**config.mk**
```make
export PLATFORM = sky130hd
export DESIGN_NAME = plc_cell
export DESIGN_NICKNAME = d
export VERILOG_FILES = /design/src/sv/plc_pkg.sv /design/src/sv/plc_cell.sv
export SDC_FILE = /design/constraint.sdc
export NUM_CORES = 1
export LEC_CHECK = 0
export BUFFER_PORTS_ARGS = -buffer_cell sky130_fd_sc_hd__buf_2
export CORE_MARGIN = 3
export CORE_UTILIZATION = 25
export CTS_CLUSTER_DIAMETER = 80
export DETAILED_ROUTE_END_ITERATION = 10
export HOLD_SLACK_MARGIN = 0.12
export PLACE_DENSITY = 0.64
export SLEW_MARGIN = 10
export SYNTH_ARGS = -nofsm -noshare
export SYNTH_HDL_FRONTEND = slang
export SYNTH_SLANG_ARGS = --single-unit
```
**constraint.sdc**
```tcl
create_clock -name clk_i -period 5.55 [get_ports clk_i]
set_input_delay 1.11 -clock clk_i [delete_from_list [all_inputs] [get_ports clk_i]]
set_output_delay 1.11 -clock clk_i [all_outputs]
set_load 0.005 [all_outputs]
```
**src/sv/plc_pkg.sv**
```systemverilog
// plc_pkg: shared types and constants of the positional list
// command, status and position class codes, cell control struct
// no dependencies
package plc_pkg;

  localparam int unsigned DEPTH_DEF      = 64;
  localparam int unsigned ELEM_WIDTH_DEF = 32;
  localparam int unsigned DATA_W         = 32;
  localparam int unsigned POS_W          = 32;
  localparam int unsigned CODE_W         = 2;

  typedef enum logic [CODE_W-1:0] {
    CMD_INSERT = 2'd0,
    CMD_DELETE = 2'd1,
    CMD_READ   = 2'd2
  } cmd_e;

  typedef enum logic [CODE_W-1:0] {
    ST_DONE    = 2'd0,
    ST_INVALID = 2'd1,
    ST_FULL    = 2'd2
  } status_e;

  typedef enum logic [CODE_W-1:0] {
    CLS_BEFORE = 2'd0,
    CLS_VALID  = 2'd1,
    CLS_PAST   = 2'd2
  } class_e;

  // shift controls broadcast to every cell
  typedef struct packed {
    logic ins;
    logic del;
  } cell_op_t;

endpackage

```
**src/sv/plc_cell.sv**
```systemverilog
// plc_cell: one entry of the positional list
// takes its left neighbor on insert, its right neighbor on delete
// depends on plc_pkg
module plc_cell #(
  parameter int unsigned DEPTH      = plc_pkg::DEPTH_DEF,
  parameter int unsigned ELEM_WIDTH = plc_pkg::ELEM_WIDTH_DEF,
  parameter int unsigned INDEX      = 0
) (
  input  logic                      clk_i,
  input  plc_pkg::cell_op_t         op_i,
  input  logic [$clog2(DEPTH)-1:0]  idx_i,
  input  logic [ELEM_WIDTH-1:0]     value_i,
  input  logic [ELEM_WIDTH-1:0]     left_i,
  input  logic [ELEM_WIDTH-1:0]     right_i,
  output logic [ELEM_WIDTH-1:0]     data_o,
  output logic [ELEM_WIDTH-1:0]     rd_o
);

  localparam int unsigned AW = $clog2(DEPTH);
  localparam logic [AW-1:0] MY_IDX = AW'(INDEX);

  logic [ELEM_WIDTH-1:0] data_q;
  logic                  hit;
  logic                  above;

  assign hit   = (idx_i == MY_IDX);
  assign above = (MY_IDX > idx_i);

  always_ff @(posedge clk_i) begin
    if (op_i.ins) begin
      if (hit) begin
        data_q <= value_i;
      end else if (above) begin
        data_q <= left_i;
      end
    end else if (op_i.del && (hit || above)) begin
      data_q <= right_i;
    end
  end

  assign data_o = data_q;
  assign rd_o   = hit ? data_q : '0;

endmodule

```
==> Word-level counts from Yosys, hierarchy flattened <==
Index checks and enable logic that the tools add are counted.
{ "word_totals": {"regBits": 32, "input_bits": 105, "out_inout_bits": 64, "wordCells": 13} }
{ "op_classes": {"order_cmp": 1, "n_eq_ne": 1, "n_mux": 5, "reduce_logical": 5} }
{ "ops": {"columns": ["operator", "count"], "rows": [
  ["$mux W32", 5],
  ["$gt A1 B6 Y1 const A", 1],
  ["$logic_not A6 Y1", 1],
  ["$ne A3 B1 Y1 const B", 1],
  ["$reduce_and A2 Y1", 1],
  ["$reduce_bool A2 Y1", 1],
  ["$logic_and A1 B1 Y1", 1],
  ["$logic_or A1 B1 Y1", 1]
]} }

==> Depth between registers and ports, before layout <==
{ "depth": {"word_depth": 5, "mapped_depth": 4, "mapped_depth_nobuf": 3} }

==> Worst setup path before layout <==
No wires, ideal clock.
{ "synth_path": {"path_kind": "input to register", "start": "input port idx_i[3]", "end": "register data_q[0], in the netlist data_o[0], enable pin", "setup_time_ps": 461, "t_arrival_ps": 4061, "required_time_ps": 5089, "slack_ps": 1028, "cell_stages": 3, "n_path_buf": 1, "cell_sequence": "or4_4 > buf_6 > nor3_1"} }
{ "synth_via": {"elab_chain_cells": 5, "word_cells_on_any_way": 7, "classes_between": "1 x order compare; 1 x eq/ne; 5 x reduce/logical"} }
{ "synth_rtl": {"columns": ["item", "line_no", "source"], "rows": [
  ["start: declaration", "plc_cell.sv:11", "input logic [$clog2(DEPTH)-1:0] idx_i,"],
  ["$gt A1 B6 Y1 or $logic_not A6 Y1 (tied branches)", "plc_cell.sv:27, plc_cell.sv:26", null],
  ["$logic_or A1 B1 Y1", "plc_cell.sv:36", "end else if (op_i.del && (hit || above)) begin"],
  ["$logic_and A1 B1 Y1", "plc_cell.sv:36", null],
  ["$reduce_bool A2 Y1 (no line)", null, null],
  ["$reduce_and A2 Y1 (no line) *", null, null],
  ["end signal: assignment", "plc_cell.sv:32", "data_q <= value_i;"],
  ["end signal: assignment", "plc_cell.sv:34", "data_q <= left_i;"],
  ["end signal: assignment", "plc_cell.sv:37", "data_q <= right_i;"],
  ["end: declaration", "plc_cell.sv:22", "logic [ELEM_WIDTH-1:0] data_q;"]
]} }
Every way passes the cells marked *; elsewhere a longest branch is shown, timed or not.
A chain may end at the register's enable or synchronous reset.

==> Final worst setup path <==
{ "layout_path": {"start": "input port idx_i[1]", "end": "output port rd_o[3]"} }
{ "layout_via": {"elab_chain_cells": 2} }
{ "layout_rtl": {"columns": ["item", "line_no", "source"], "rows": [
  ["$logic_not A6 Y1", "plc_cell.sv:26", "assign hit = (idx_i == MY_IDX);"],
  ["$mux W32", "plc_cell.sv:42", "assign rd_o = hit ? data_q : '0;"],
  ["end: declaration", "plc_cell.sv:16", "output logic [ELEM_WIDTH-1:0] rd_o"]
]} }
Every way passes these cells.

==> results.sh <==
export IMPL_vdd_ir_drop_max_v=0.0000721
export IMPL_synth_edf_count=32
export IMPL_cts_tree="done"
export IMPL_synth_top_area_share_pct=46.7
export IMPL_grt_pass1_vias=2204
export IMPL_hp_class="input port to register"
export IMPL_synth_warning_count=0
export IMPL_yosys_top_cells_area="edfxtp_1 47%, a31oi_1 9.7%, and3_1 9.7%"
export IMPL_critPathArrivalTime_ns=2.63
export IMPL_cts_resized=0
export IMPL_first_pass_iters=4
export IMPL_final_max_slew_viol_count=0
export IMPL_synth_area_um2=2060
export IMPL_synth_most_common_cell="nor2_1"
export IMPL_seqPwrFrac_pct=51.0
export IMPL_hold_depth=3
export IMPL_gp_congestion=0.866
export IMPL_dpl_hpwl_um=4940
export IMPL_comb_power_share_pct=17.1
export IMPL_vias=2332
export IMPL_dp_cells=471
export IMPL_seq_area_frac_synth_pct=46.7
export IMPL_synth_distinct_cells=21
export IMPL_port_buffers=168
export IMPL_tightest_slew_ns=1.22
export IMPL_p_switching_w=0.000134
export IMPL_grt_pass1_wl_um=10800
export IMPL_diodes=0
export IMPL_route_detailed_drc=0
export IMPL_instances_no_fill=480
export IMPL_finalCriticalPeriod_ns=3.74
export IMPL_internal_power_w=0.000399
export IMPL_final_antenna_net_count=0
export IMPL_cts_inserted_buffers=5
export IMPL_setup_viol=0
export IMPL_grt_start_max_net_pins=66
export IMPL_power_density_nw_per_um2=180
export IMPL_hold_ws_ns=1.18
export IMPL_die_y_um=96.7
export IMPL_overflow=0
export IMPL_row_count=32
export IMPL_drive_gt1_share_pct=48.7
export IMPL_io_pins=169
export IMPL_synth_common_cells="34 x nor2_1, 32 x a31oi_1, 32 x and3_1, 32 x edfxtp_1, 32 x nand3_1"
export IMPL_fin_crit_sh_pct=67.5
export IMPL_slew_headroom_pct=18.7
export IMPL_start_kind="input port"
export IMPL_cp_end_kind="primary output"
export IMPL_cts_buffer_depth=2
export IMPL_synth_seq_cells=32
export IMPL_largest_reg_flops=32
export IMPL_leakagePower_nw=1.44
export IMPL_fin_util_pct=37.8
export IMPL_p_sw_share_pct=25.1
export IMPL_drt_iter0_drc=90
export IMPL_hold_buffers=0
export IMPL_holdPathEnd="data_o[14]"
export IMPL_async_flop_share_pct=0
export IMPL_rsz0062_at_grt="no"
export IMPL_outcome="completed"
export IMPL_cap_violations=0
export IMPL_crit_required_ns=4.44
export IMPL_grt_antenna_before_repair=0
export IMPL_clock_sinks=32
export IMPL_synthCells=223
export IMPL_path_max_fanout=64
export IMPL_vias_per_cell=4.86
export IMPL_syn_to_final_growth_pct=44.1
export IMPL_gr_usage_all_layers_pct=13.9
export IMPL_fmax_ghz=0.267
export IMPL_hold_path_startpoint="right_i[14]"
export IMPL_hold_viol_final=0
export IMPL_wl_um=7000
export IMPL_power_w=0.000533
export IMPL_cts_setup_buffers=0
export IMPL_syn_area_per_cell_um2=9.22
export IMPL_path_class="input port to primary output"
export IMPL_ys_flop_type="edfxtp_1"
export IMPL_start_util_pct=26.2
export IMPL_htreeDepth=2
export IMPL_cts_root_buf="clkbuf_8"
export IMPL_die_x_um=96.7
export IMPL_clk_pin_slew_ns=0.07
export IMPL_dieArea_um2=9350
export IMPL_finalSetupTns_ns=0
export IMPL_wl_per_cell_um=14.6
export IMPL_yosys_area_top_type="edfxtp_1"
export IMPL_core_area_um2=7850
export IMPL_syn_num_nets=328
export IMPL_final_nets=482
export IMPL_power_frac_clock_pct=32.0
## final cells by class
type                            count  area (um^2)
Sequential cell                    32          961
Timing Repair Buffer              172          887
Clock buffer                        5         68.8
Tap cell                          102          128
Multi-Input combinational cell    166          905
Clock inverter                      3         13.8
Fill cell                         811         4880
## routing by layer
layer	up-vias	wire (um)	global-route usage [%]
li1	1149	-	-
met1	1054	2870	16.3
met2	121	3500	24.8
met3	8	552	3.17
met4	0	80	4.54
met5	-	0	0
## worst max-delay path by stage
stage | startpoint | endpoint | cells after the start | slack (ns)
after global placement | idx_i[3] | rd_o[0] | 5 | 1.63
final | idx_i[1] | rd_o[3] | 4 | 1.81
after detailed placement | idx_i[3] | rd_o[30] | 5 | 1.55
after global routing | idx_i[1] | rd_o[3] | 4 | 1.68
after CTS | idx_i[3] | rd_o[30] | 5 | 1.55
after floorplan | idx_i[3] | data_o[0] | 3 | 1.03
## placed cells by master, fill, tap and decap left out, drive strengths merged
cell type | synthesis | final
buf | 9 | 172
o21ai | 32 | 32
edfxtp | 32 | 32
nor4 | 1 | 1
nor2 | 34 | 34
nor3 | 1 | 1
clkinv | 0 | 3
clkbuf | 10 | 5
a31oi | 32 | 32
or4 | 1 | 1
and3 | 32 | 32
nand3 | 32 | 32
or2 | 1 | 1
## cells by family (layout without fill, tap and decap cells)
family | after synthesis | after routing | share of synthesized area [%]
flip-flops | 32 | 32 | 46.7
AND/OR/NAND/NOR | 102 | 102 | 25.9
buffers and inverters | 25 | 180 | 9.86
AO/OA/AOI/OAI | 64 | 64 | 17.5
## worst max-delay path: stages
cell and delay, ns:
buf_2 0.12, nor2_4 0.92, and3_1 0.32, buf_2 0.13
## power by group through the flow
stage	Clock, W	Combinational, W	Sequential (W)
4_1_cts	0.000180	0.0000913	0.000271
2_1_floorplan	0	0.0000461	0.000277
5_1_grt	0.000192	0.000102	0.000272
3_5_place_dp	0	0.0000910	0.000277
3_3_place_gp	0	0.0000887	0.000277
6_report	0.000170	0.0000909	0.000271
## through the flow
| stage | worst slack [ns] | instance area (um^2) |
|---|---|---|
| final | 1.81 | 2960 |
| after global routing | 1.68 | 2960 |
| after CTS | 1.55 | 2950 |
| after floorplan | 1.03 | 2060 |
| after detailed placement | 1.55 | 2870 |
| after global placement | 1.63 | 2870 |
No activity file was read; power rests on OpenSTA's default activity.
