$ cat config.mk
export PLATFORM = sky130hd
export DESIGN_NAME = plc_ctrl_flat
export DESIGN_NICKNAME = d
export VERILOG_FILES = /design/src/sv/plc_pkg.sv /design/src/sv/plc_if.sv /design/src/sv/plc_ctrl.sv /design/src/flat_wrapper.sv
export SDC_FILE = /design/constraint.sdc
export NUM_CORES = 1
export LEC_CHECK = 0
export ABC_CLOCK_PERIOD_IN_PS = 3600
export BUFFER_PORTS_ARGS = -buffer_cell sky130_fd_sc_hd__buf_2
export CORE_UTILIZATION = 40
export DETAILED_ROUTE_END_ITERATION = 8
export MAX_ROUTING_LAYER = met4
export PLACE_DENSITY = 0.72
export RECOVER_POWER = 50
export SYNTH_ARGS = -nofsm -noshare
export SYNTH_HDL_FRONTEND = slang
export SYNTH_SLANG_ARGS = --single-unit
$ cat constraint.sdc
create_clock -name clk_i -period 3.6 [get_ports clk_i]
set_input_delay 0.54 -clock clk_i [delete_from_list [all_inputs] [get_ports clk_i]]
set_output_delay 0.54 -clock clk_i [all_outputs]
set_load 0.01 [all_outputs]
$ cat src/sv/plc_pkg.sv
// plc_pkg: shared types and constants of the positional list
// command, status and position class codes, cell control struct
// no dependencies
package plc_pkg;

  localparam int unsigned DEPTH_DEF      = 64;
  localparam int unsigned ELEM_WIDTH_DEF = 32;
  localparam int unsigned DATA_W         = 32;
  localparam int unsigned POS_W          = 32;
  localparam int unsigned CODE_W         = 2;

  typedef enum logic [CODE_W-1:0] {
    CMD_INSERT = 2'd0,
    CMD_DELETE = 2'd1,
    CMD_READ   = 2'd2
  } cmd_e;

  typedef enum logic [CODE_W-1:0] {
    ST_DONE    = 2'd0,
    ST_INVALID = 2'd1,
    ST_FULL    = 2'd2
  } status_e;

  typedef enum logic [CODE_W-1:0] {
    CLS_BEFORE = 2'd0,
    CLS_VALID  = 2'd1,
    CLS_PAST   = 2'd2
  } class_e;

  // shift controls broadcast to every cell
  typedef struct packed {
    logic ins;
    logic del;
  } cell_op_t;

endpackage

$ cat src/sv/plc_if.sv
// plc_in_if / plc_out_if: valid-ready channels of the positional list
// depends on plc_pkg for field widths
interface plc_in_if;
  logic                                valid;
  logic                                ready;
  logic [plc_pkg::CODE_W-1:0]          cmd;
  logic signed [plc_pkg::POS_W-1:0]    position;
  logic [plc_pkg::DATA_W-1:0]          value;

  modport source (output valid, cmd, position, value, input ready);
  modport sink   (input valid, cmd, position, value, output ready);
endinterface

interface plc_out_if #(
  parameter int unsigned CNT_W = 7
);
  logic                       valid;
  logic                       ready;
  logic [plc_pkg::DATA_W-1:0] read_value;
  logic [plc_pkg::CODE_W-1:0] status;
  logic [plc_pkg::CODE_W-1:0] position_class;
  logic [CNT_W-1:0]           count;

  modport source (output valid, read_value, status, position_class, count, input ready);
  modport sink   (input valid, read_value, status, position_class, count, output ready);
endinterface

$ cat src/sv/plc_ctrl.sv
// plc_ctrl: command register, position classing, entry count and result word
// drives the shift controls of the cell row
// depends on plc_pkg and plc_if
module plc_ctrl #(
  parameter int unsigned DEPTH      = plc_pkg::DEPTH_DEF,
  parameter int unsigned ELEM_WIDTH = plc_pkg::ELEM_WIDTH_DEF
) (
  input  logic                      clk_i,
  input  logic                      rst_ni,
  plc_in_if.sink                    in_chan,
  plc_out_if.source                 out_chan,
  output plc_pkg::cell_op_t         op_o,
  output logic [$clog2(DEPTH)-1:0]  idx_o,
  output logic [ELEM_WIDTH-1:0]     value_o,
  input  logic [ELEM_WIDTH-1:0]     rd_data_i
);

  localparam int unsigned AW = $clog2(DEPTH);
  localparam int unsigned CW = $clog2(DEPTH + 1);
  localparam logic [CW-1:0] FULL_CNT = CW'(DEPTH);
  localparam int unsigned DW = plc_pkg::DATA_W;
  localparam int unsigned PW = plc_pkg::POS_W;

  logic                       req_valid_q;
  logic [plc_pkg::CODE_W-1:0] cmd_q;
  logic [PW-1:0]              pos_q;
  logic [ELEM_WIDTH-1:0]      val_q;
  logic [CW-1:0]              count_q, count_d;

  logic                       out_valid_q;
  logic [DW-1:0]              rv_q, rv_d;
  plc_pkg::status_e           st_q, st_d;
  plc_pkg::class_e            cls_q, cls_d;

  logic                       fire;
  logic [ELEM_WIDTH-1:0]      in_val;
  logic [DW-1:0]              rd_wide;

  // fit the value word to the entry width and back
  if (ELEM_WIDTH >= DW) begin : g_wide
    assign in_val  = ELEM_WIDTH'(in_chan.value);
    assign rd_wide = rd_data_i[DW-1:0];
  end else begin : g_narrow
    assign in_val  = in_chan.value[ELEM_WIDTH-1:0];
    assign rd_wide = DW'(rd_data_i);
  end

  assign in_chan.ready = !req_valid_q;
  assign fire = req_valid_q && (!out_valid_q || out_chan.ready);

  always_ff @(posedge clk_i or negedge rst_ni) begin
    if (!rst_ni) begin
      req_valid_q <= 1'b0;
    end else if (in_chan.valid && in_chan.ready) begin
      req_valid_q <= 1'b1;
    end else if (fire) begin
      req_valid_q <= 1'b0;
    end
  end

  always_ff @(posedge clk_i) begin
    if (in_chan.valid && in_chan.ready) begin
      cmd_q <= in_chan.cmd;
      pos_q <= in_chan.position;
      val_q <= in_val;
    end
  end

  // classify against the count held before the command
  always_comb begin
    cls_d   = plc_pkg::CLS_VALID;
    st_d    = plc_pkg::ST_INVALID;
    rv_d    = '0;
    count_d = count_q;
    op_o    = '0;
    idx_o   = pos_q[AW-1:0];
    if (pos_q[PW-1]) begin
      cls_d = plc_pkg::CLS_BEFORE;
    end else if (pos_q >= PW'(count_q)) begin
      cls_d = plc_pkg::CLS_PAST;
      idx_o = count_q[AW-1:0];
    end
    unique case (cmd_q)
      plc_pkg::CMD_INSERT: begin
        if (cls_d == plc_pkg::CLS_BEFORE) begin
          st_d = plc_pkg::ST_INVALID;
        end else if (count_q == FULL_CNT) begin
          st_d = plc_pkg::ST_FULL;
        end else begin
          st_d    = plc_pkg::ST_DONE;
          op_o.ins = fire;
          count_d = count_q + CW'(1);
        end
      end
      plc_pkg::CMD_DELETE: begin
        if (cls_d == plc_pkg::CLS_VALID) begin
          st_d    = plc_pkg::ST_DONE;
          op_o.del = fire;
          count_d = count_q - CW'(1);
        end
      end
      plc_pkg::CMD_READ: begin
        if (cls_d == plc_pkg::CLS_VALID) begin
          st_d = plc_pkg::ST_DONE;
          rv_d = rd_wide;
        end
      end
      default: st_d = plc_pkg::ST_INVALID;
    endcase
  end

  assign value_o = val_q;

  always_ff @(posedge clk_i or negedge rst_ni) begin
    if (!rst_ni) begin
      count_q     <= '0;
      out_valid_q <= 1'b0;
    end else begin
      if (fire) begin
        count_q     <= count_d;
        out_valid_q <= 1'b1;
      end else if (out_chan.ready) begin
        out_valid_q <= 1'b0;
      end
    end
  end

  always_ff @(posedge clk_i) begin
    if (fire) begin
      rv_q  <= rv_d;
      st_q  <= st_d;
      cls_q <= cls_d;
    end
  end

  assign out_chan.valid          = out_valid_q;
  assign out_chan.read_value     = rv_q;
  assign out_chan.status         = st_q;
  assign out_chan.position_class = cls_q;
  assign out_chan.count          = count_q;

endmodule

$ cat src/flat_wrapper.sv
// flat-port wrapper written by rule: the top's interface ports become plain ports
module plc_ctrl_flat 
#(
  parameter int unsigned DEPTH      = plc_pkg::DEPTH_DEF,
  parameter int unsigned ELEM_WIDTH = plc_pkg::ELEM_WIDTH_DEF
)
  (clk_i, rst_ni, op_o, idx_o, value_o, rd_data_i, in_chan_valid, in_chan_cmd, in_chan_position, in_chan_value, in_chan_ready, out_chan_valid, out_chan_read_value, out_chan_status, out_chan_position_class, out_chan_count, out_chan_ready);
  plc_in_if in_chan_i ();
  plc_out_if out_chan_i ();
  input  logic clk_i;
  input  logic rst_ni;
  output plc_pkg::cell_op_t op_o;
  output logic [$clog2(DEPTH)-1:0] idx_o;
  output logic [ELEM_WIDTH-1:0] value_o;
  input  logic [ELEM_WIDTH-1:0] rd_data_i;
  input wire logic [$bits(in_chan_i.valid)-1:0] in_chan_valid;
  input wire logic [$bits(in_chan_i.cmd)-1:0] in_chan_cmd;
  input wire logic [$bits(in_chan_i.position)-1:0] in_chan_position;
  input wire logic [$bits(in_chan_i.value)-1:0] in_chan_value;
  output wire logic [$bits(in_chan_i.ready)-1:0] in_chan_ready;
  output wire logic [$bits(out_chan_i.valid)-1:0] out_chan_valid;
  output wire logic [$bits(out_chan_i.read_value)-1:0] out_chan_read_value;
  output wire logic [$bits(out_chan_i.status)-1:0] out_chan_status;
  output wire logic [$bits(out_chan_i.position_class)-1:0] out_chan_position_class;
  output wire logic [$bits(out_chan_i.count)-1:0] out_chan_count;
  input wire logic [$bits(out_chan_i.ready)-1:0] out_chan_ready;
  assign in_chan_i.valid = in_chan_valid;
  assign in_chan_i.cmd = in_chan_cmd;
  assign in_chan_i.position = in_chan_position;
  assign in_chan_i.value = in_chan_value;
  assign in_chan_ready = in_chan_i.ready;
  assign out_chan_valid = out_chan_i.valid;
  assign out_chan_read_value = out_chan_i.read_value;
  assign out_chan_status = out_chan_i.status;
  assign out_chan_position_class = out_chan_i.position_class;
  assign out_chan_count = out_chan_i.count;
  assign out_chan_i.ready = out_chan_ready;
  plc_ctrl #(.DEPTH(DEPTH), .ELEM_WIDTH(ELEM_WIDTH)) u_core (.clk_i(clk_i), .rst_ni(rst_ni), .in_chan(in_chan_i), .out_chan(out_chan_i), .op_o(op_o), .idx_o(idx_o), .value_o(value_o), .rd_data_i(rd_data_i));
endmodule
Word-level counts from Yosys, hierarchy flattened
Cells that the tools add are included.

Memory bits (read-only): 0. Bits in writable memories: 0. Output and inout port bits: 85. Latch bits: 0. Logic and storage cells: 53. Memories kept: 0. Bits in registers: 111.

Multipliers: 0. Mux-type cells: 21. Order comparisons: 1. Bitwise logic cells: 0. Reductions and logical operators: 13. Add/subtract/negate cells: 2. Shift operators: 0. Div/mod/pow operators: 0. Eq/ne operators: 7.

Operators by type and width (count): $ge A32 B7 Y1 (1); $mux W7 (3); $pmux W7 S2 (1); $mux W6 (2); $mux W1 (10); $mux W2 (4); $add A7 B1 Y7 const B (1); $eq A7 B7 Y1 const B (1); $sub A7 B1 Y7 const B (1); $reduce_bool A2 Y1 (3); $reduce_and A5 Y1 (1); $eq A2 B1 Y1 const B (2); $logic_not A2 Y1 (2); $ne A2 B2 Y1 const B (2); $pmux W2 S2 (1); $eq A2 B2 Y1 const B (1); $logic_and A1 B1 Y1 (2); $logic_not A1 Y1 (2); $ne A2 B1 Y1 const B (1); $reduce_and A2 Y1 (1); $reduce_or A2 Y1 (1); $logic_or A1 B1 Y1 (1).

Logic depth before layout (Yosys ltp)
Gate-level depths: netlist (run 1).

Depth after elaboration: 6. Gate-level depth with buffers: 9. Mapped depth without buffers: 9.

Worst setup path after synthesis (run 1)
OpenSTA, ideal clock, no wires.

Path kind: input to register. From: input port in_chan_valid. To: register u_core.cmd_q[0] (netlist bit), enable pin. Data arrival time: 3440 ps. Path slack: -338 ps. Path buffers: 0. Setup time: 498 ps. Stages on the path: 1. Data required time: 3102 ps. Cell sequence: nor2b_1.

Word-level cells in the longest chain between the ends: 1.

RTL lines: from (decl) (line flat_wrapper.sv:16) `input wire logic [$bits(in_chan_i.valid)-1:0] in_chan_valid;`; $logic_and A1 B1 Y1 (line plc_ctrl.sv:62) `if (in_chan.valid && in_chan.ready) begin`; to (signal assigned) (line plc_ctrl.sv:63) `cmd_q <= in_chan.cmd;`; to (decl) (line plc_ctrl.sv:25) `logic [plc_pkg::CODE_W-1:0] cmd_q;`.

No other way between the ends. A chain may end at the register's enable or synchronous reset.

Worst setup path after layout (run 1)
From: register u_core.count_q[6], in the netlist u_core.out_chan.count[6]. To: output port idx_o[3].

Word-level cells in the longest chain between the ends: 3.

RTL lines: from (decl) (line plc_ctrl.sv:28) `logic [CW-1:0] count_q, count_d;`; from (signal assigned) (line plc_ctrl.sv:120) `count_q <= count_d;`; $ge A32 B7 Y1 (line plc_ctrl.sv:79) `end else if (pos_q >= PW'(count_q)) begin`; $mux W6 (line plc_ctrl.sv:79); $mux W6 (line plc_ctrl.sv:77) `if (pos_q[PW-1]) begin`; to (decl) (line flat_wrapper.sv:13) `output logic [$clog2(DEPTH)-1:0] idx_o;`.

No other way between the ends.

==> summary.md, run 1 <==
| Metric | Value |
|---|---|
| Outcome | complete, but fails checks |
| Violated checks | max-capacitance violations, max-slew violations |
| CP delay by family, top | simple AND/OR/NAND/NOR gates |
| # DRC | 0 |
| Fin crit share | 0.871 |
| GR Util met3 | 0.0498 |
| # clock sinks | 111 |
| WP buf/inv | 2 |
| CP max stage delay | 430 ps |
| Post-synthesis sequential area ratio | 0.748 |
| Crit-path max FO | 7 |
| Post_cts resized | 0 |
| Setup-failing EPs final | 0 |
| CTS Buf Count | 9 |
| Wire per inst | 15.6 um |
| Pleak | 2.23 nW |
| Share of cells above drive strength 1 | 0.296 |
| Worst EP arrival | 2600 ps |
| Post-Syn Instances | 260 |
| Reg2reg path depth | 9 |
| DRT iter0 DRCs | 198 |
| Post-layout min period | 3140 ps |
| Commonest non-fill, non-tap cell in the layout | buf_2 |
| Mux share of post-synthesis cell area | 0.0265 |
| RSZ-0062 raised after global routing | no |
| Largest family of logic cells by synthesized area | simple AND/OR/NAND/NOR gates |
| Die X | 107 um |
| Clk slew on worst S/H paths | 120 ps |
| Antenna Cells | 0 |
| DIE HEIGHT | 107 um |
| Clock Path Buffers | 2 |
| Synth top area share | 0.697 |
| Top Usage Layer GRT | met2 |
| Fin. Hold Viols | 0 |
| Final weighted congestion in routability-driven placement | 0.890 |
| Mapped Area | 0.00440 mm2 |
| I/O Pins | 187 |
| Slew @ Worst Pin | 1580 ps |
| Syn_nets | 379 |
| Area leader, netlist | edfxtp_1 |
| Ys flop type | edfxtp_1 |
| Final Skew | 18.1 ps |
| Crit path max-delay cell type | dfrtp_1 |
| First-pass GRT wire length | 14.0 mm |
| Die ar. | 0.0114 mm2 |
| Rows | 37 |
| Total grt overflow | 0 |
| Synth async-reset ratio | 0.0811 |
| Met1 Usage GRT | 0.217 |
| Initial antenna violation count | 0 |
| Largest net degree at the start of global routing | 67 |
| Hold slack | 332 ps |
| Max-slew violation count | 67 |
| Routed WL | 9.34 mm |
| Core area | 0.0105 mm2 |
| Final Net Count | 577 |
| CP Depth | 8 |
| GRT Total Usage | 0.169 |
| Synth area leaders | edfxtp_1 (70%), dfrtp_1 (5.1%), and2_1 (4.7%) |
| Dpl hpwl | 7.03 mm |
| Peak VDD IR | 0.308 mV |
| Startpoint class of the critical path | register |
| EDFF count, synth | 102 |
| Number of cells on the worst hold path | 1 |
| Setup crit end kind | output pin |
| XOR/XNOR Fraction of Synth Area | 0.00797 |
| Max_slew headroom | -0.0540 |
| Sum of negative setup slack | 0 ps |
| Syn-to-layout area delta | 27.6% |
| Initial core utilization | 0.418 |
| Root Buffer | clkbuf_8 |
| Simple-gate share of the synthesized area | 0.112 |
| Adder-Cell Fraction of Synth Area | 0.0501 |
| Setup bufs post-CTS | 0 |
| Via count | 2889 |
| Post-synthesis compound-gate area fraction | 0.0359 |
| Met2 Usage GRT | 0.263 |
| CTS tree | yes |
| Flop and latch count out of synthesis | 111 |
| Most frequent cells in the layout | buf_2 (106), edfxtp_1 (102), clkbuf_1 (80) |
| Synth Area per Inst | 16.9 um2 |
| H-tree depth | 3 |
| Worst-Skew Late Latency | 370 ps |
| Antenna viol nets, final | 0 |
| Drt first pass iters | 6 |
| Power per cell area | 669 mW/mm2 |
| MaxCap Viol Count | 1 |
| Req. time, crit path | 3060 ps |
| FMAX | 319 MHz |
| Synth warn | 0 |
| Critical path class | register to output pin |
| Critical Path, Cell by Cell | inv_1 > ha_1 > and3b_1 > and2_1 > nor3_4 > a21oi_2 > mux2_2 > buf_2 |
| Worst hold path type | input pin to register |
| I/O Buffers | 186 |
| Yosys cell types | 42 |
| Vias in the first global route | 2851 |
| Vias/cell | 4.82 |
==> where the power goes <==
group | total, W | switching [W] | internal (W)
logic | 0.00107 | 0.000686 | 0.000380
registers | 0.00194 | 0.000145 | 0.00180
clock network | 0.000744 | 0.000465 | 0.000279
total | 0.00375 | 0.00130 | 0.00246
==> state kept, by name (all words and copies together), names as in the netlist <==
signal,cells
u_core.out_chan.valid,1
u_core.req_valid_q,1
u_core.out_chan.position_class,2
u_core.out_chan.read_value,32
u_core.pos_q,32
u_core.cmd_q,2
u_core.out_chan.count,7
u_core.value_o,32
u_core.out_chan.status,2
==> worst reg2reg max path: cells and delay by family, from the launching register on <==
kind	cells	cell delay, ps
buf+inv	2	350
flops	1	430
fa+ha+maj	2	900
compound gates	3	530
simple gates	2	300
==> synthesized netlist by cell type, types with 4 or more instances <==
cell / n
o21ai_0: 5
a21oi_1: 4
nand2b_1: 4
nand2_1: 7
dfrtp_1: 9
and2_1: 33
inv_1: 14
edfxtp_1: 102
nor4_1: 9
mux2i_1: 6
nor2_1: 8
mux2_2: 5
ha_1: 16
==> path summary, 6_finish.rpt <==
| path | from | end | slack (ps) |
|---|---|---|---|
| worst max-delay path | u_core.out_chan.count[6]$_DFFE_PN0P_ | idx_o[3] | 460 |
| worst min-delay path | in_chan_value[24] | u_core.value_o[24]$_DFFE_PP_ | 330 |
| worst max register to register | u_core.cmd_q[1]$_DFFE_PP_ | u_core.out_chan.count[6]$_DFFE_PN0P_ | 980 |
| worst min register to register | u_core.out_chan.valid$_DFFE_PN0P_ | u_core.out_chan.valid$_DFFE_PN0P_ | 540 |
| max in group asynchronous | rst_ni | u_core.out_chan.count[5]$_DFFE_PN0P_ | 2580 |
| min in group asynchronous | rst_ni | u_core.out_chan.valid$_DFFE_PN0P_ | 650 |
==> through the flow <==
step,power (W),setup slack [ps],std cells,utilization,instance area (um2)
finish,0.00375,464,599,0.534,5610
global route,0.00397,301,599,0.534,5610
CTS,0.00385,449,599,0.544,5710
detailed placement,0.00310,874,582,0.523,5490
global placement,0.00306,910,582,0.523,5490
floorplan,0.00259,897,260,-,4400
==> cell type report <==
type / count / area [um2]
Multi-Input combinational cell: 132 / 1030
Tap cell: 136 / 170
Timing Repair Buffer: 190 / 861
Clock buffer: 9 / 124
Fill cell: 900 / 4900
Sequential cell: 111 / 3290
Clock inverter: 7 / 86.3
Inverter: 14 / 52.6
==> logic make-up after synthesis <==
| group | Yosys count |
|---|---|
| multiplexers | 11 |
| flip-flops | 111 |
| AO/OA/AOI/OAI | 20 |
| XOR/XNOR | 4 |
| buffers and inverters | 17 |
| adder cells (fa/ha/maj) | 17 |
| AND/OR/NAND/NOR | 80 |
==> layer usage <==
metal  share of wire  routed length [um]  vias up
met5               0                   0        -
met1            0.44                4130     1344
met3           0.087                 808       11
li1                -                   -     1377
met2            0.46                4300      157
met4           0.010                  96        0
==> timing repair <==
| action | in CTS | in global routing |
|---|---|---|
| hold buffers | 1 | 0 |
| setup endpoints to repair | 0 | 0 |
| endpoints found under the hold margin | 3 | 0 |
(Power assumes the default switching activity.)
==> run 2: changes to the inputs <==
--- a/config.mk
+++ b/config.mk
@@ -6,7 +6,7 @@
 export NUM_CORES = 1
 export LEC_CHECK = 0
 export ABC_CLOCK_PERIOD_IN_PS = 3600
-export BUFFER_PORTS_ARGS = -buffer_cell sky130_fd_sc_hd__buf_2
+export BUFFER_PORTS_ARGS = -buffer_cell sky130_fd_sc_hd__clkbuf_2
 export CORE_UTILIZATION = 40
 export DETAILED_ROUTE_END_ITERATION = 8
 export MAX_ROUTING_LAYER = met4
==> run 2 against run 1 <==
The flow now finishes without violations; largest cell class unchanged; critical path depth is 1 lower; count of clock-buffer cells in the layout unchanged; non-clock buffer count unchanged; worst hold slack worse by 8.5 ps; clock skew increased by 3.3 ps; sequential power hardly changed; sequential share of layout area fell by 0.12 points; register-to-register slack better by 90 ps; setup slack got worse by 21 ps; die area stayed put; global-route usage decreased by 0.35 points; via count down 1.7%.
==> summary.md, run 2 (synthesized netlist as in run 1, its figures left out) <==
| Metric | Value |
|---|---|
| Outcome | finished, final reports clean |
| H-tree depth | 3 (unchanged) |
| Max-slew violation count | 0 (-100%) |
| I/O Buffers | 186 (unchanged) |
| Post-layout min period | 3160 ps (+21.0 ps) |
| Req. time, crit path | 3060 ps (about the same) |
| Rows | 37 (unchanged) |
| Final Skew | 21.5 ps (+3.35 ps) |
| Largest net degree at the start of global routing | 37 (-45%) |
| Peak VDD IR | 0.291 mV (-5.6%) |
| Vias/cell | 4.74 (-1.7%) |
| Slew @ Worst Pin | 832 ps (-749 ps) |
| Share of cells above drive strength 1 | 0.305 (+0.00864) |
| First-pass GRT wire length | 13.7 mm (-2.5%) |
| Worst EP arrival | 2620 ps (+20 ps) |
| Total grt overflow | 0 (unchanged) |
| RSZ-0062 raised after global routing | no |
| Fin crit share | 0.877 (+0.00582) |
| # clock sinks | 111 (unchanged) |
| Power per cell area | 667 mW/mm2 (-0.28%) |
| Routed WL | 9.06 mm (-3.0%) |
| Worst hold path type | input pin to register |
| MaxCap Viol Count | 0 (-1) |
| Commonest non-fill, non-tap cell in the layout | clkbuf_2 |
| Root Buffer | clkbuf_8 |
| Setup-failing EPs final | 0 (unchanged) |
| Sum of negative setup slack | 0 ps (unchanged) |
| Pleak | 2.26 nW (+1.4%) |
| Max_slew headroom | 0.444 (+0.498) |
| Critical path class | register to output pin |
| Initial antenna violation count | 0 (unchanged) |
| Worst-Skew Late Latency | 380 ps (about the same) |
| Startpoint class of the critical path | register |
| Die ar. | 0.0114 mm2 (unchanged) |
| Hold slack | 324 ps (-8.54 ps) |
| Via count | 2839 (-1.7%) |
| CTS tree | yes |
| Wire per inst | 15.1 um (-3.0%) |
| Setup crit end kind | output pin |
| Drt first pass iters | 4 (-2) |
| Clk slew on worst S/H paths | 120 ps (about the same) |
| Die X | 107 um (unchanged) |
| GRT Total Usage | 0.165 (-0.00349) |
| FMAX | 317 MHz (-0.66%) |
| DIE HEIGHT | 107 um (unchanged) |
| Crit-path max FO | 7 (unchanged) |
| DRT iter0 DRCs | 155 (-22%) |
| Final weighted congestion in routability-driven placement | 0.887 (-0.35%) |
| Clock Path Buffers | 2 (unchanged) |
| Most frequent cells in the layout | clkbuf_2 (110), edfxtp_1 (102), clkbuf_1 (76) |
| Initial core utilization | 0.418 (unchanged) |
| Core area | 0.0105 mm2 (unchanged) |
| CTS Buf Count | 9 (unchanged) |
| Fin. Hold Viols | 0 (unchanged) |
| Antenna Cells | 0 (unchanged) |
| Syn-to-layout area delta | 27.9% |
| Final Net Count | 577 (unchanged) |
| # DRC | 0 (unchanged) |
| Vias in the first global route | 2782 (-2.4%) |
| I/O Pins | 187 (unchanged) |
| Antenna viol nets, final | 0 (unchanged) |
| Dpl hpwl | 6.87 mm (-2.2%) |
## run 2: layout make-up
class | instances | area (um2)
Tap cell | 136 | 170
Clock inverter | 7 | 90.1
Multi-Input combinational cell | 132 | 1030
Fill cell | 921 | 4890
Timing Repair Buffer | 190 | 868
Sequential cell | 111 | 3290
Clock buffer | 9 | 124
Inverter | 14 | 52.6
## run 2: worst max-delay path: stages (launching register included)
cell	delay (ps)
dfrtp_1	480
ha_1	300
nand2b_1	90
a2111o_1	190
nand4_1	210
a21oi_2	440
mux2_2	390
clkbuf_2	130
## run 2: repair_timing
| action | in CTS | in global routing |
|---|---|---|
| setup buffers | 0 | 0 |
| hold buffers | 1 | 0 |
| endpoints found under the hold margin | 9 | 0 |
| resized for setup | 0 | 0 |
## run 2: power breakdown
group	switching [W]	internal, W
Clock	0.000471	0.000279
Combinational	0.000682	0.000386
Sequential	0.000145	0.00179
Total	0.00130	0.00245
## run 2: final timing paths
check | slack, ps | depth (start not counted) | from | end
min in group asynchronous | 650 | 2 | rst_ni | u_core.out_chan.count[5]$_DFFE_PN0P_
min | 320 | 1 | in_chan_position[19] | u_core.pos_q[19]$_DFFE_PP_
min reg2reg | 560 | 2 | u_core.out_chan.valid$_DFFE_PN0P_ | u_core.out_chan.valid$_DFFE_PN0P_
max reg2reg | 1070 | 9 | u_core.cmd_q[1]$_DFFE_PP_ | u_core.out_chan.count[6]$_DFFE_PN0P_
max in group asynchronous | 2570 | 2 | rst_ni | u_core.out_chan.count[4]$_DFFE_PN0P_
max | 440 | 7 | u_core.out_chan.count[0]$_DFFE_PN0P_ | idx_o[5]
## run 2: per-stage QoR
step           worst slack (ps)  utilization  std cells  cell area (um2)  power, W
3_5_place_dp                862        0.523        582             5490   0.00308
5_1_grt                     281        0.535        599             5620   0.00396
6_report                    443        0.535        599             5620   0.00375
4_1_cts                     418        0.544        599             5720   0.00384
2_1_floorplan               897            -        260             4400   0.00259
3_3_place_gp                916        0.523        582             5490   0.00307
## run 2: metal layers
layer,routed length (um),track usage,vias up,part of all wire
met3,810,0.0468,8,0.089
met2,4070,0.253,151,0.45
met4,96,0.0528,0,0.011
met1,4090,0.215,1310,0.45
li1,-,-,1370,-
met5,0,-,-,0
==> run 3: changes to the inputs <==
--- a/config.mk
+++ b/config.mk
@@ -5,12 +5,13 @@
 export SDC_FILE = /design/constraint.sdc
 export NUM_CORES = 1
 export LEC_CHECK = 0
+export ABC_AREA = 1
 export ABC_CLOCK_PERIOD_IN_PS = 3600
 export BUFFER_PORTS_ARGS = -buffer_cell sky130_fd_sc_hd__clkbuf_2
 export CORE_UTILIZATION = 40
 export DETAILED_ROUTE_END_ITERATION = 8
 export MAX_ROUTING_LAYER = met4
-export PLACE_DENSITY = 0.72
+export PLACE_DENSITY = 0.71
 export RECOVER_POWER = 50
 export SYNTH_ARGS = -nofsm -noshare
 export SYNTH_HDL_FRONTEND = slang
==> run 3 against run 2 <==
The run now ends with max-capacitance violations, max-slew violations left; sequential power about the same; first-iteration DRC count down 29%; combinational power down 5%.
==> summary.md, run 3 <==
| Metric | Value |
|---|---|
| Antenna Cells | 0 (unchanged) |
| Worst EP arrival | 2180 ps (-440 ps) |
| FMAX | 368 MHz (+16%) |
| I/O Buffers | 186 (unchanged) |
| Synth area leaders | edfxtp_1 (66%), nor2_4 (5.1%), dfrtp_1 (4.8%) |
| Worst-Skew Late Latency | 350 ps (-30 ps) |
| Critical path class | register to output pin |
| H-tree depth | 3 (unchanged) |
| CP max stage delay | 410 ps (-70 ps) |
| EDFF count, synth | 102 (unchanged) |
| Initial core utilization | 0.410 (-0.00857) |
| # clock sinks | 111 (unchanged) |
| Slew @ Worst Pin | 2060 ps (+1230 ps) |
| CTS Buf Count | 9 (unchanged) |
| # hold bufs at CTS | 0 (-1) |
| Most frequent cell after synthesis | edfxtp_1 |
| Setup-failing EPs final | 0 (unchanged) |
| WP buf/inv | 2 (+1) |
| Syn-to-layout area delta | 28.1% |
| Crit path max-delay cell type | dfrtp_1 |
| Synth top area share | 0.657 (-0.0393) |
| Yosys cell types | 31 (-26%) |
| Violated checks | max-capacitance violations, max-slew violations |
| Worst hold path type | input pin to async pin |
| Vias/cell | 4.49 (-5.2%) |
| Die ar. | 0.0121 mm2 (+5.9%) |
| Rows | 39 (+5.4%) |
| Post_cts resized | 0 (unchanged) |
| Synth Area per Inst | 13.6 um2 (-20%) |
| Most frequent cells after synthesis | edfxtp_1 (102), inv_1 (60), nand2_1 (51) |
| GRT Total Usage | 0.159 (-0.00674) |
| Dpl hpwl | 6.90 mm (+0.43%) |
| Mapped Area | 0.00466 mm2 (+6.0%) |
| Peak VDD IR | 0.320 mV (+10%) |
| Largest net degree at the start of global routing | 67 (+81%) |
| I/O Pins | 187 (unchanged) |
| Syn_nets | 462 (+22%) |
| CTS tree | yes |
| Req. time, crit path | 3060 ps (about the same) |
| Clock Path Buffers | 2 (unchanged) |
| Final Skew | 10.7 ps (-10.8 ps) |
| Outcome | complete, but fails checks |
| Critical Path, Cell by Cell | inv_1 > ha_1 > nand2_1 > nor2_1 > nor2_1 > nand2_1 > nor2_2 > nand2_2 > nand2_2 > nand2_1 > o21ai_0 > clkbuf_2 |
| Max_slew headroom | -0.377 (-0.821) |
| Total grt overflow | 0 (unchanged) |
| Sum of negative setup slack | 0 ps (unchanged) |
| Antenna viol nets, final | 0 (unchanged) |
| Fin. Hold Viols | 0 (unchanged) |
| Final instance area | 0.00597 mm2 (+6.1%) |
| Vias in the first global route | 3021 (+8.6%) |
| Clk slew on worst S/H paths | 80 ps (-40 ps) |
| Post-Syn Instances | 343 (+32%) |
| Flop and latch count out of synthesis | 111 (unchanged) |
| Routed WL | 9.34 mm (+3.1%) |
| CP delay by family, top | simple AND/OR/NAND/NOR gates |
| Core area | 0.0114 mm2 (+8.2%) |
| Final Net Count | 657 (+14%) |
| Die X | 110 um (+2.9%) |
| Fin crit share | 0.755 (-0.122) |
| Power per cell area | 681 mW/mm2 (+2.1%) |
| Synth async-reset ratio | 0.0811 (unchanged) |
| Area leader, netlist | edfxtp_1 |
| Post-synthesis sequential area ratio | 0.706 (-0.0422) |
| Drt first pass iters | 4 (unchanged) |
| MaxCap Viol Count | 1 (+1) |
| Post-layout min period | 2720 ps (-438 ps) |
| PnR worst setup slack | 881 ps (+438 ps) |
| Wire per inst | 13.6 um (-10%) |
| First-pass GRT wire length | 13.7 mm (+0.26%) |
| Worst path most repeated cell | nand2_1 |
| Final weighted congestion in routability-driven placement | 0.847 (-4.4%) |
| Synth warn | 0 (unchanged) |
| Max-slew violation count | 38 (+38) |
| Tot Pwr | 0.00406 W (+8.3%) |
| RSZ-0062 raised after global routing | no |
| Root Buffer | clkbuf_16 |
| Setup crit end kind | output pin |
| Most frequent cells in the layout | clkbuf_2 (108), edfxtp_1 (102), clkbuf_1 (79) |
| Initial antenna violation count | 0 (unchanged) |
| Commonest non-fill, non-tap cell in the layout | clkbuf_2 |
| Ys flop type | edfxtp_1 |
| Startpoint class of the critical path | register |
| Setup bufs post-CTS | 0 (unchanged) |
| Share of cells above drive strength 1 | 0.300 (-0.00435) |
| Pleak | 2.57 nW (+14%) |
| Post-Place Worst Slack | 1250 ps (+388 ps) |
| Placed cell area | 0.00573 mm2 (+4.3%) |
| Fill count | 1012 (+9.9%) |
| DIE HEIGHT | 110 um (+2.9%) |
| Via count | 3082 (+8.6%) |
| Crit-path max FO | 13 (+6) |
| # DRC | 0 (unchanged) |
| DRT iter0 DRCs | 110 (-29%) |
-- run 3: final timing paths --
path,to,startpoint,cells past startpoint,slack [ps]
setup reg to reg,u_core.out_chan.read_value[15]$_SDFFCE_PN0P_,u_core.out_chan.valid$_DFFE_PN0P_,4,1010
min in group clk_i,u_core.pos_q[11]$_DFFE_PP_,in_chan_position[11],1,360
setup / recovery,idx_o[3],u_core.out_chan.count[6]$_DFFE_PN0P_,12,880
hold reg to reg,u_core.out_chan.valid$_DFFE_PN0P_,u_core.out_chan.valid$_DFFE_PN0P_,2,540
max in group asynchronous,u_core.out_chan.count[0]$_DFFE_PN0P_,rst_ni,1,3080
hold / removal,u_core.out_chan.valid$_DFFE_PN0P_,rst_ni,1,150
-- run 3: kinds of logic after synthesis --
| group | count (synthesis) | synth area share |
|---|---|---|
| flip-flops | 111 | 0.706 |
| AO/OA/AOI/OAI | 16 | 0.0199 |
| XOR/XNOR | 5 | 0.00940 |
| buffers and inverters | 66 | 0.0628 |
| AND/OR/NAND/NOR | 128 | 0.155 |
| adder cells (fa/ha/maj) | 17 | 0.0473 |
-- run 3: final cells by class --
cell class | count | area, um2 | area share
Inverter | 62 | 234 | 0.0392
Clock buffer | 9 | 225 | 0.0377
Multi-Input combinational cell | 166 | 1090 | 0.182
Sequential cell | 111 | 3290 | 0.551
Timing Repair Buffer | 188 | 845 | 0.142
Clock inverter | 7 | 111 | 0.0187
Tap cell | 143 | 179 | 0.0300
-- run 3: metrics by stage --
| stage | std cells | utilization | hold WS (ps) |
|---|---|---|---|
| 6_report | 686 | 0.525 | 148 |
| 5_1_grt | 686 | 0.525 | 176 |
| 4_1_cts | 686 | 0.534 | 43.5 |
| 3_5_place_dp | 670 | 0.504 | 422 |
| 3_3_place_gp | 670 | 0.504 | 415 |
| 2_1_floorplan | 343 | - | 244 |
-- run 3: power breakdown --
group / internal [W] / switching [W]
logic: 0.000331 / 0.000684
clock network: 0.000629 / 0.000483
registers: 0.00180 / 0.000136
-- run 3: per-layer routing --
| layer | vias up | track usage | share of wire |
|---|---|---|---|
| met4 | 0 | 0.0524 | 0.011 |
| met1 | 1391 | 0.187 | 0.43 |
| met2 | 155 | 0.259 | 0.47 |
| met5 | - | - | 0 |
| met3 | 8 | 0.0474 | 0.083 |
| li1 | 1528 | - | - |
